**config.mk**
```make
export PLATFORM = sky130hd
export DESIGN_NAME = v210_group_to_rgb
export DESIGN_NICKNAME = d
export VERILOG_FILES = /design/src/v2g_pkg.sv /design/src/v2g_lane.sv /design/src/v2g_pos.sv /design/src/v2g_out.sv /design/src/v210_group_to_rgb.sv
export SDC_FILE = /design/constraint.sdc
export NUM_CORES = 2
export LEC_CHECK = 0
export ABC_CLOCK_PERIOD_IN_PS = 19300
export BUFFER_PORTS_ARGS = -buffer_cell sky130_fd_sc_hd__buf_2
export CELL_PAD_IN_SITES_DETAIL_PLACEMENT = 2
export CELL_PAD_IN_SITES_GLOBAL_PLACEMENT = 2
export CORE_ASPECT_RATIO = 0.9
export CORE_MARGIN = 3
export CORE_UTILIZATION = 40
export DETAILED_ROUTE_END_ITERATION = 16
export PLACE_DENSITY_LB_ADDON = 0.1
export SETUP_SLACK_MARGIN = 0.02
export SLEW_MARGIN = 40
export SYNTH_ARGS = -nofsm -noshare
export SYNTH_HDL_FRONTEND = slang
export SYNTH_HIERARCHICAL = 1
export SYNTH_SLANG_ARGS = --single-unit
```
**constraint.sdc**
```tcl
create_clock -name aclk -period 19.3 [get_ports aclk]
set_input_delay 0.965 -clock aclk [delete_from_list [all_inputs] [get_ports aclk]]
set_output_delay 0.965 -clock aclk [all_outputs]
set_load 0.03 [all_outputs]
```
**src/v2g_pkg.sv**
```systemverilog
// Shared types, constants and arithmetic helpers for the v210 to BGR converter.
package v2g_pkg;

    localparam int DEF_MAX_WIDTH  = 4096;
    localparam int DEF_MAX_HEIGHT = 4096;

    localparam int SAMPLE_W   = 10;
    localparam int PIXEL_W    = 24;
    localparam int NUM_PIXELS = 6;
    localparam int NUM_LANES  = 3;
    localparam int COUNT_W    = 3;
    localparam int IN_DATA_W  = 128;
    localparam int OUT_DATA_W = 152;
    localparam int COUNT_LSB  = NUM_PIXELS * PIXEL_W;

    localparam int CFG_ADDR_W = 4;
    localparam int CFG_DATA_W = 16;
    localparam int CFG_VAL_W  = 13;

    localparam logic [CFG_ADDR_W-1:0] CFG_LINE_WIDTH   = 4'd0;
    localparam logic [CFG_ADDR_W-1:0] CFG_FRAME_HEIGHT = 4'd1;

    localparam logic [CFG_VAL_W-1:0] RST_LINE_WIDTH   = 13'd1920;
    localparam logic [CFG_VAL_W-1:0] RST_FRAME_HEIGHT = 13'd1080;

    // n/6 == (n * DIV6_MUL) >> DIV6_SHIFT for every n below 2^17
    localparam logic [31:0] DIV6_MUL   = 32'd43691;
    localparam int          DIV6_SHIFT = 18;

    localparam int ACC_W  = 29;
    localparam int FRAC_W = 17;

    localparam logic signed [16:0] KY2 = 17'sd38030;
    localparam logic signed [16:0] KRV = 17'sd29290;
    localparam logic signed [16:0] KGV = 17'sd8723;
    localparam logic signed [16:0] KGU = 17'sd3480;
    localparam logic signed [16:0] KBU = 17'sd34551;
    localparam logic signed [ACC_W-1:0] YOFF = 29'sd2441085;

    typedef struct packed {
        logic               produce;
        logic [COUNT_W-1:0] pix_count;
        logic               line_end;
        logic               frame_end;
    } ctrl_t;

    typedef logic [PIXEL_W-1:0] pixel_t;

    // Truncate to integer, clamp to 0..255.
    function automatic logic [7:0] chan(input logic signed [ACC_W-1:0] acc);
        logic [7:0] v;
        if (acc[ACC_W-1]) begin
            v = 8'd0;
        end else if (|acc[ACC_W-2:FRAC_W+8]) begin
            v = 8'd255;
        end else begin
            v = acc[FRAC_W+7:FRAC_W];
        end
        return v;
    endfunction

    function automatic pixel_t to_bgr(input logic signed [ACC_W-1:0] base,
                                      input logic signed [ACC_W-1:0] rv,
                                      input logic signed [ACC_W-1:0] gv,
                                      input logic signed [ACC_W-1:0] gu,
                                      input logic signed [ACC_W-1:0] bu);
        logic signed [ACC_W-1:0] b0;
        logic signed [ACC_W-1:0] r;
        logic signed [ACC_W-1:0] g;
        logic signed [ACC_W-1:0] b;
        b0 = base - YOFF;
        r  = b0 + rv;
        g  = b0 - gv - gu;
        b  = b0 + bu;
        return {chan(r), chan(g), chan(b)};
    endfunction

endpackage

```
**src/v2g_lane.sv**
```systemverilog
// One conversion lane: a pixel pair sharing one chroma pair, two register stages.
module v2g_lane (
    input  logic                          aclk,
    input  logic                          en_b,
    input  logic                          en_c,
    input  logic [v2g_pkg::SAMPLE_W-1:0]  y0,
    input  logic [v2g_pkg::SAMPLE_W-1:0]  y1,
    input  logic [v2g_pkg::SAMPLE_W-1:0]  cb,
    input  logic [v2g_pkg::SAMPLE_W-1:0]  cr,
    output v2g_pkg::pixel_t [1:0]         pix
);
    import v2g_pkg::*;

    logic signed [11:0] du;
    logic signed [11:0] dv;

    logic signed [ACC_W-1:0] base0_reg;
    logic signed [ACC_W-1:0] base1_reg;
    logic signed [ACC_W-1:0] rv_reg;
    logic signed [ACC_W-1:0] gv_reg;
    logic signed [ACC_W-1:0] gu_reg;
    logic signed [ACC_W-1:0] bu_reg;
    pixel_t [1:0]            pix_reg;

    // Center chroma: 2*C - 1023
    assign du = $signed({1'b0, cb, 1'b0}) - 12'sd1023;
    assign dv = $signed({1'b0, cr, 1'b0}) - 12'sd1023;

    always_ff @(posedge aclk) begin
        if (en_b) begin
            base0_reg <= KY2 * $signed({1'b0, y0});
            base1_reg <= KY2 * $signed({1'b0, y1});
            rv_reg    <= KRV * dv;
            gv_reg    <= KGV * dv;
            gu_reg    <= KGU * du;
            bu_reg    <= KBU * du;
        end
    end

    always_ff @(posedge aclk) begin
        if (en_c) begin
            pix_reg[0] <= to_bgr(base0_reg, rv_reg, gv_reg, gu_reg, bu_reg);
            pix_reg[1] <= to_bgr(base1_reg, rv_reg, gv_reg, gu_reg, bu_reg);
        end
    end

    assign pix = pix_reg;

endmodule

```
**src/v2g_pos.sv**
```systemverilog
// Geometry registers and the group/line position counter.
module v2g_pos #(
    parameter int MAX_WIDTH  = v2g_pkg::DEF_MAX_WIDTH,
    parameter int MAX_HEIGHT = v2g_pkg::DEF_MAX_HEIGHT
) (
    input  logic                           aclk,
    input  logic                           aresetn,
    input  logic                           cfg_valid,
    input  logic [v2g_pkg::CFG_ADDR_W-1:0] cfg_addr,
    input  logic [v2g_pkg::CFG_DATA_W-1:0] cfg_data,
    input  logic                           advance,
    output v2g_pkg::ctrl_t                 ctrl
);
    import v2g_pkg::*;

    localparam int MAX_GROUPS = (MAX_WIDTH + 5) / 6;
    localparam int MAX_TOTAL  = (MAX_GROUPS + 7) / 8 * 8;
    localparam int WID_W      = $clog2(MAX_WIDTH + 1);
    localparam int GRP_W      = $clog2(MAX_TOTAL + 1);
    localparam int PIX_W      = $clog2(6 * MAX_TOTAL + 1);
    localparam int ROW_W      = (MAX_HEIGHT > 1) ? $clog2(MAX_HEIGHT) : 1;

    logic                 wr_w;
    logic                 wr_h;
    logic [CFG_VAL_W-1:0] raw_w;
    logic [CFG_VAL_W-1:0] raw_h;
    logic [31:0]          w32;
    logic [31:0]          h32;
    logic [31:0]          hl32;
    logic [31:0]          prod32;
    logic [31:0]          grps32;
    logic [31:0]          total32;

    logic [WID_W-1:0] width_reg;
    logic [GRP_W-1:0] grps_reg;
    logic [GRP_W-1:0] total_reg;
    logic [ROW_W-1:0] hlast_reg;

    logic [GRP_W-1:0] gi_reg, gi_next;
    logic [PIX_W-1:0] pix_reg, pix_next;
    logic [ROW_W-1:0] row_reg, row_next;

    logic [GRP_W:0]   gi_inc;
    logic [PIX_W-1:0] rem;
    logic             wrap;
    logic             last_row;
    logic             line_end;

    always_comb begin
        wr_w = 1'b0;
        wr_h = 1'b0;
        if (cfg_valid) begin
            case (cfg_addr)
                CFG_LINE_WIDTH:   wr_w = 1'b1;
                CFG_FRAME_HEIGHT: wr_h = 1'b1;
                default: ;
            endcase
        end
    end

    // Reset loads the geometry through the same path as a write
    always_comb begin
        raw_w = aresetn ? cfg_data[CFG_VAL_W-1:0] : RST_LINE_WIDTH;
        raw_h = aresetn ? cfg_data[CFG_VAL_W-1:0] : RST_FRAME_HEIGHT;

        w32 = 32'(raw_w);
        if (w32 == 32'd0) begin
            w32 = 32'd1;
        end else if (w32 > 32'(MAX_WIDTH)) begin
            w32 = 32'(MAX_WIDTH);
        end
        prod32  = (w32 + 32'd5) * DIV6_MUL;
        grps32  = prod32 >> DIV6_SHIFT;
        total32 = (grps32 + 32'd7) & ~32'd7;

        h32 = 32'(raw_h);
        if (h32 == 32'd0) begin
            h32 = 32'd1;
        end else if (h32 > 32'(MAX_HEIGHT)) begin
            h32 = 32'(MAX_HEIGHT);
        end
        hl32 = h32 - 32'd1;
    end

    always_ff @(posedge aclk) begin
        if (!aresetn || wr_w) begin
            width_reg <= w32[WID_W-1:0];
            grps_reg  <= grps32[GRP_W-1:0];
            total_reg <= total32[GRP_W-1:0];
        end
        if (!aresetn || wr_h) begin
            hlast_reg <= hl32[ROW_W-1:0];
        end
    end

    always_comb begin
        gi_inc   = (GRP_W+1)'(gi_reg) + 1'b1;
        wrap     = gi_inc >= {1'b0, total_reg};
        line_end = gi_inc == {1'b0, grps_reg};
        last_row = row_reg >= hlast_reg;
        rem      = PIX_W'(width_reg) - pix_reg;

        ctrl.produce   = gi_reg < grps_reg;
        ctrl.pix_count = (rem > PIX_W'(6)) ? COUNT_W'(6) : rem[COUNT_W-1:0];
        ctrl.line_end  = line_end;
        ctrl.frame_end = line_end & last_row;

        gi_next  = gi_reg;
        pix_next = pix_reg;
        row_next = row_reg;
        if (advance) begin
            if (wrap) begin
                gi_next  = '0;
                pix_next = '0;
                row_next = last_row ? '0 : ROW_W'(row_reg + 1'b1);
            end else begin
                gi_next  = gi_inc[GRP_W-1:0];
                pix_next = PIX_W'(pix_reg + PIX_W'(6));
            end
        end
    end

    always_ff @(posedge aclk) begin
        if (!aresetn) begin
            gi_reg  <= '0;
            pix_reg <= '0;
            row_reg <= '0;
        end else begin
            gi_reg  <= gi_next;
            pix_reg <= pix_next;
            row_reg <= row_next;
        end
    end

endmodule

```
**src/v2g_out.sv**
```systemverilog
// Merge stage: gathers the lane pixels, blanks unused slots, holds the result.
module v2g_out (
    input  logic                                    aclk,
    input  logic                                    aresetn,
    input  logic                                    in_valid,
    input  v2g_pkg::pixel_t [v2g_pkg::NUM_PIXELS-1:0] in_pix,
    input  v2g_pkg::ctrl_t                          in_ctrl,
    output logic                                    in_ready,
    output logic                                    out_valid,
    input  logic                                    out_ready,
    output v2g_pkg::pixel_t [v2g_pkg::NUM_PIXELS-1:0] out_pix,
    output v2g_pkg::ctrl_t                          out_ctrl
);
    import v2g_pkg::*;

    logic                        valid_reg;
    pixel_t [NUM_PIXELS-1:0]     pix_reg, pix_next;
    ctrl_t                       ctrl_reg;

    assign in_ready = !valid_reg || out_ready;

    always_comb begin
        for (int i = 0; i < NUM_PIXELS; i++) begin
            pix_next[i] = (COUNT_W'(i) < in_ctrl.pix_count) ? in_pix[i] : '0;
        end
    end

    always_ff @(posedge aclk) begin
        if (!aresetn) begin
            valid_reg <= 1'b0;
        end else if (in_ready) begin
            valid_reg <= in_valid;
        end
    end

    always_ff @(posedge aclk) begin
        if (in_ready && in_valid) begin
            pix_reg  <= pix_next;
            ctrl_reg <= in_ctrl;
        end
    end

    assign out_valid = valid_reg;
    assign out_pix   = pix_reg;
    assign out_ctrl  = ctrl_reg;

endmodule

```
**src/v210_group_to_rgb.sv**
```systemverilog
// Top level of the v210 group to BGR888 converter.
// Takes one 128-bit v210 group (six pixels) per clock, sustained while m_tready is high,
// and returns up to six 8-bit BGR pixels with a valid count, end-of-line (m_tlast) and
// end-of-frame (m_tuser) flags. An accepted group passes the unpack register, the
// multiplier stage, the sum/clamp stage and the output register; the multiplier and
// sum/clamp stages sit in the three pixel-pair lanes. Padding groups that fill a line up
// to a multiple of eight groups are taken without a result. The user must write
// line_width and frame_height through the cfg port only while the stream is idle; the
// block does not enforce this. Values out of range are clamped.
module v210_group_to_rgb #(
    parameter int MAX_WIDTH  = v2g_pkg::DEF_MAX_WIDTH,
    parameter int MAX_HEIGHT = v2g_pkg::DEF_MAX_HEIGHT
) (
    input  logic                           aclk,
    input  logic                           aresetn,
    input  logic                           s_tvalid,
    output logic                           s_tready,
    // word0 31:0, word1 63:32, word2 95:64, word3 127:96
    input  logic [v2g_pkg::IN_DATA_W-1:0]  s_tdata,
    output logic                           m_tvalid,
    input  logic                           m_tready,
    // pixel0 23:0 .. pixel5 143:120, pixel_count 146:144, zero pad 151:147
    output logic [v2g_pkg::OUT_DATA_W-1:0] m_tdata,
    output logic                           m_tlast,
    // frame_end 0
    output logic                           m_tuser,
    input  logic                           cfg_valid,
    output logic                           cfg_ready,
    input  logic [v2g_pkg::CFG_ADDR_W-1:0] cfg_addr,
    input  logic [v2g_pkg::CFG_DATA_W-1:0] cfg_data
);
    import v2g_pkg::*;

    logic  accept;
    logic  ready_a, ready_b, ready_c, ready_o;
    logic  va_reg, vb_reg, vc_reg;
    ctrl_t ctrl_cur;
    ctrl_t ctrl_a_reg, ctrl_b_reg, ctrl_c_reg;
    ctrl_t out_ctrl;

    logic [SAMPLE_W-1:0] y_in  [NUM_PIXELS];
    logic [SAMPLE_W-1:0] cb_in [NUM_LANES];
    logic [SAMPLE_W-1:0] cr_in [NUM_LANES];
    logic [SAMPLE_W-1:0] y_reg  [NUM_PIXELS];
    logic [SAMPLE_W-1:0] cb_reg [NUM_LANES];
    logic [SAMPLE_W-1:0] cr_reg [NUM_LANES];

    pixel_t [NUM_PIXELS-1:0] lane_pix;
    pixel_t [NUM_PIXELS-1:0] out_pix;

    assign cfg_ready = 1'b1;

    // Each stage advances when it is empty or the one after it moves.
    assign ready_c  = !vc_reg || ready_o;
    assign ready_b  = !vb_reg || ready_c;
    assign ready_a  = !va_reg || ready_b;
    assign s_tready = ready_a;
    assign accept   = s_tvalid && s_tready;

    always_comb begin
        cb_in[0] = s_tdata[9:0];
        y_in[0]  = s_tdata[19:10];
        cr_in[0] = s_tdata[29:20];
        y_in[1]  = s_tdata[41:32];
        cb_in[1] = s_tdata[51:42];
        y_in[2]  = s_tdata[61:52];
        cr_in[1] = s_tdata[73:64];
        y_in[3]  = s_tdata[83:74];
        cb_in[2] = s_tdata[93:84];
        y_in[4]  = s_tdata[105:96];
        cr_in[2] = s_tdata[115:106];
        y_in[5]  = s_tdata[125:116];
    end

    v2g_pos #(
        .MAX_WIDTH  (MAX_WIDTH),
        .MAX_HEIGHT (MAX_HEIGHT)
    ) u_pos (
        .aclk      (aclk),
        .aresetn   (aresetn),
        .cfg_valid (cfg_valid),
        .cfg_addr  (cfg_addr),
        .cfg_data  (cfg_data),
        .advance   (accept),
        .ctrl      (ctrl_cur)
    );

    always_ff @(posedge aclk) begin
        if (!aresetn) begin
            va_reg <= 1'b0;
            vb_reg <= 1'b0;
            vc_reg <= 1'b0;
        end else begin
            if (ready_a) begin
                va_reg <= accept && ctrl_cur.produce;
            end
            if (ready_b) begin
                vb_reg <= va_reg;
            end
            if (ready_c) begin
                vc_reg <= vb_reg;
            end
        end
    end

    always_ff @(posedge aclk) begin
        if (accept) begin
            ctrl_a_reg <= ctrl_cur;
            y_reg      <= y_in;
            cb_reg     <= cb_in;
            cr_reg     <= cr_in;
        end
        if (ready_b) begin
            ctrl_b_reg <= ctrl_a_reg;
        end
        if (ready_c) begin
            ctrl_c_reg <= ctrl_b_reg;
        end
    end

    for (genvar k = 0; k < NUM_LANES; k++) begin : g_lane
        v2g_lane u_lane (
            .aclk (aclk),
            .en_b (ready_b),
            .en_c (ready_c),
            .y0   (y_reg[2*k]),
            .y1   (y_reg[2*k+1]),
            .cb   (cb_reg[k]),
            .cr   (cr_reg[k]),
            .pix  (lane_pix[2*k+1:2*k])
        );
    end

    v2g_out u_out (
        .aclk      (aclk),
        .aresetn   (aresetn),
        .in_valid  (vc_reg),
        .in_pix    (lane_pix),
        .in_ctrl   (ctrl_c_reg),
        .in_ready  (ready_o),
        .out_valid (m_tvalid),
        .out_ready (m_tready),
        .out_pix   (out_pix),
        .out_ctrl  (out_ctrl)
    );

    assign m_tdata = {(OUT_DATA_W - COUNT_LSB - COUNT_W)'(0), out_ctrl.pix_count, out_pix};
    assign m_tlast = out_ctrl.line_end;
    assign m_tuser = out_ctrl.frame_end;

endmodule

```
Yosys cells after proc, flatten, opt, wreduce, memory -nomap -nowiden
Index checks and enable logic that the tools add are counted.
- add/subtract/negate cells: 43
- $mul: 19
- order comparisons: 12
- equality and inequality tests: 2
- multiplexer cells: 31
- bitwise logic cells: 1
- reduce and logical (&&, ||, !) cells: 36
- operators with widths (cell ; number):
    $add 29x29->29 ; 12
    $sub 29x29->29 ; 12
    $sub 29x23->29 const B ; 6
    $mul 15x12->27 const A ; 6
    $mul 15x10->25 const A ; 6
    $mux 8 ; 18
    $mul 17x12->29 const A ; 3
    $sub 11x10->12 const B ; 6
    $mul 10x12->22 const A ; 3
    $reduce_or 3->1 ; 18
    $mux 13 ; 4
    $mux 12 ; 3
    $add 32x3->32 const B ; 1
    $mul 32x16->28 const B ; 1
    $mux 32 ; 1
    $gt 13x13->1 const B ; 2
    $logic_not 13->1 ; 2
    $add 13x3->13 const B ; 1
    $gt 13x3->1 const B ; 1
    $sub 13x13->13 ; 1
    $add 12x1->12 const B ; 1
    $ge 12x12->1 ; 1
    $sub 12x1->12 const B ; 1
    $add 10x1->11 const B ; 1
    16 further kinds ; 33
- register bits after elaboration: 1013
- input port bits: 153
- output and inout port bits: 157
- word-level logic and storage cells: 221

Logic depth before layout (Yosys ltp)
- depth in word-level cells: 7
- gate-level depth with buffers: 34
- depth with buffers taken out: 32

By module
Netlist, hierarchy kept.
- by module, submodules not included (module ; times used ; cells an instance ; area an instance (µm²) ; seq. area each (µm²)):
    v2g_lane (g_lane[1].u_lane) ; 1 ; 3093 ; 29946.2 ; 5915.7
    v2g_lane (g_lane[0].u_lane) ; 1 ; 2986 ; 29425.7 ; 5915.7
    v2g_lane (g_lane[2].u_lane) ; 1 ; 2911 ; 29026.6 ; 5915.7
    v2g_pos ; 1 ; 996 ; 9170.0 ; 1941.9
    v2g_out ; 1 ; 319 ; 5560.3 ; 4524.3
    v210_group_to_rgb ; 1 ; 159 ; 4337.9 ; 4204.0

Worst setup path before layout
No wires, ideal clock.
- path type: input to register
- from: input port m_tready
- to: register ctrl_b_reg[0] (netlist name) (enable)
- setup time: 802 ps
- arrival: 10030 ps
- data required time: 18498 ps
- slack: 8468 ps
- cell stages on the path: 3
- path buffers: 0
- cells stage by stage: nand2b_1 -> and3b_1 -> inv_1
- cells in the longest elaborated chain, start to end: 3
- RTL lines (element ; RTL line ; source):
    start: declaration ; v210_group_to_rgb.sv:21 ; input logic m_tready,
    $logic_or 1x1->1 ; v2g_out.sv:20 ; assign in_ready = !valid_reg || out_ready;
    $logic_or 1x1->1 ; v210_group_to_rgb.sv:54 ; assign ready_c = !vc_reg || ready_o;
    $logic_or 1x1->1 ; v210_group_to_rgb.sv:55 ; assign ready_b = !vb_reg || ready_c;
    net ready_b ; v210_group_to_rgb.sv:35 ; logic ready_a, ready_b, ready_c, ready_o;
    end signal: assignment ; v210_group_to_rgb.sv:114 ; ctrl_b_reg <= ctrl_a_reg;
    end: declaration ; v210_group_to_rgb.sv:38 ; ctrl_t ctrl_a_reg, ctrl_b_reg, ctrl_c_reg;
The timed path passes the listed nets, and every way through them passes these cells.
A chain may end at the register's enable or synchronous reset.

Worst setup path after layout
- from: input port aresetn
- to: register u_pos.total_reg[9] (data pin)
- cells in the longest elaborated chain, start to end: 7
- elaborated cells on any way between the ends: 8
- those cells by class: add/sub (2); mul (1); order compare (1); mux (3); reduce/logical (1)
- RTL lines (element ; RTL line ; source):
    start: declaration ; v210_group_to_rgb.sv:15 ; input logic aresetn,
    $mux 13 (*) ; v2g_pos.sv:63 ; raw_w = aresetn ? cfg_data[CFG_VAL_W-1:0] : RST_LINE_WIDTH;
    $gt 13x13->1 ; v2g_pos.sv:69 ; end else if (w32 > 32'(MAX_WIDTH)) begin
    $mux 13 ; v2g_pos.sv:69 ;
    $mux 32 (*) ; v2g_pos.sv:67 ; if (w32 == 32'd0) begin
    net u_pos.w32[1] ; v2g_pos.sv:27 ; logic [31:0] w32;
    $add 32x3->32 (*) ; v2g_pos.sv:72 ; prod32 = (w32 + 32'd5) * DIV6_MUL;
    $mul 32x16->28 (*) ; v2g_pos.sv:72 ;
    net u_pos.prod32[22] ; v2g_pos.sv:30 ; logic [31:0] prod32;
    $add 10x3->10 (*) ; v2g_pos.sv:74 ; total32 = (grps32 + 32'd7) & ~32'd7;
    net u_pos.total32[9] ; v2g_pos.sv:32 ; logic [31:0] total32;
    end signal: assignment ; v2g_pos.sv:89 ; total_reg <= total32[GRP_W-1:0];
    end: declaration ; v2g_pos.sv:36 ; logic [GRP_W-1:0] total_reg;
Mark *: on every way through the listed nets, which the timed path passes. The rest lies on a longest branch.

==> flow_summary.ini <==
[clock_network]
clkSinkCount = 955
clk_latency_ns = 0.78
ctsHoldBuffers = 0
numCtsBuffers = 114
cts-root-buf = clkbuf_16
cts-resized-gates = 0
clk_path_buf_depth = 3
ctsHtreeMaxLevel = 3
cts.clk_slew.worst_paths_ns = 0.06
postCtsSetupBuffers = 0
tritoncts = built

[timing]
slew_headroom = 0.358
worst_pin_slew_ns = 0.956
drv_slew = 0
rsz0062_at_grt = false
hold_ws_ns = 0.362
tns_ns = 0
finalSetupViolCount = 0
max_freq_ghz = 0.112
period_share = 0.462
fin_ws_ns = 10.38
period_needed_ns = 8.92
fin_skew_ns = 0.0382
hold_viol_final = 0

[placed_design]
dp.cells = 14300
portBuffers = 292
preCtsSetupSlack_ns = 9.49
place_hpwl_mm = 288
gp_congestion = 0.891

[floorplan]
io_pins = 310
die_x_um = 552
die-area_um2 = 275000
coreArea_um2 = 266000
start_util = 0.404
fp-row-count = 179
die_y_um = 497

[synthesis]
syn_area_per_cell_um2 = 10.3
netlist_area_um2 = 107000
yosysWarnings = 6
syn_inst = 10500

[worst_setup_path]
critical_path.slowest_cell = xor2_1
slowest_delay_ns = 0.61
critPathArrivalTime_ns = 9.43
cp.required_ns = 19.81
worst-r2r-setup-slack_ns = 12.33
reg2reg_from = cb_reg[18]
cp_max_fo = 37
r2r_cells = 21
cp_num_buf_inv = 6
reg2reg_to = g_lane[1].u_lane/bu_reg[27]
crit_path_start_kind = primary input
cp-end-kind = flop
critical_path.top_delay_family = adder cells
crit_type = primary input to flop
worstSetupStartpoint = aresetn

[grt]
antenna_found_initial = 20
grt_pass1_vias = 88400
grt_max_degree = 150
grt.overflow.total = 0
grtUsageTotal = 0.246
grt_pass1_wl_mm = 530

[drt]
finalWirelength_mm = 342
drtPass1Iterations = 5
viasPerCell = 5.41
ant_nets = 0
drtIter0Drc = 3511
vias = 78700
avgRoutedWirePerCell_um = 23.5
drc = 0

[worst_hold_path]
holdPathStages = 1
hold_path_end = y_reg[7]
hp-start = s_tdata[123]
hold_class = primary input to flop

[flow_run]
drv_cap = 0

[cells_and_area]
layout.cells.non_filler = 14500
area_delta_synth_final_pct = 9.76
nets = 13900
n_fill_cell = 27900
drive_gt1_frac = 0.0690

[status]
status = completed
==> worst reg2reg max path, delay by kind of cell, from the launching register on <==
family	cells	cell delay, ns
buffers and inverters	6	0.79
DFF	1	0.62
muxes	1	0.23
and+or+nand+nor	1	0.15
adders and majority gates	6	2.75
AOI/OAI and AO/OA	7	2.05
==> layout make-up <==
| class | instances | area [µm²] | share of cell area |
|---|---|---|---|
| Multi-Input combinational cell | 7472 | 71700 | 0.608 |
| Clock buffer | 130 | 2910 | 0.0247 |
| Clock inverter | 78 | 842 | 0.00715 |
| Tap cell | 3529 | 4420 | 0.0375 |
| Timing Repair Buffer | 383 | 2220 | 0.0188 |
| Sequential cell | 955 | 28300 | 0.240 |
| Antenna cell | 5 | 12.5 | 0.000106 |
| Inverter | 1989 | 7480 | 0.0635 |
==> through the flow <==
stage	instance area, µm²	utilization
final	118000	0.444
after global routing	118000	0.444
after global placement	114000	0.428
after floorplan	107000	-
after CTS	118000	0.443
after detailed placement	114000	0.429
==> worst max-delay path by stage <==
stage                                    end  cells past startpoint  slack, ns
after floorplan                ctrl_b_reg[0]                      3       8.49
after global placement    u_pos/total_reg[9]                     30       9.67
after detailed placement  u_pos/total_reg[9]                     30       9.49
after CTS                 u_pos/total_reg[9]                     30      10.37
after global routing      u_pos/total_reg[9]                     30       9.88
final                     u_pos/total_reg[9]                     30      10.38
==> layout by cell type (no fill, tap or decap), drive strengths merged, types with 101 or more instances in the layout <==
cell,count
a21o,229
a21oi,587
and3,108
buf,383
clkbuf,130
edfxtp,917
fa,806
ha,2023
inv,2002
nand2,351
nand2b,101
nand3,168
nor2,465
nor2b,171
nor3,142
o21a,165
o21ai,335
xnor2,487
xor2,279
==> per-layer routing <==
layer,part of all wire,routed length [µm],track usage,vias to the layer above
li1,-,-,-,36900
met1,0.45,155000,0.325,40400
met2,0.49,167000,0.432,962
met3,0.026,8790,0.0211,388
met4,0.031,10500,0.0694,10
met5,0.00018,63,0,-
Power is not shown: default switching activity piles up to over one toggle a cycle in this logic, so the estimate is an artifact.
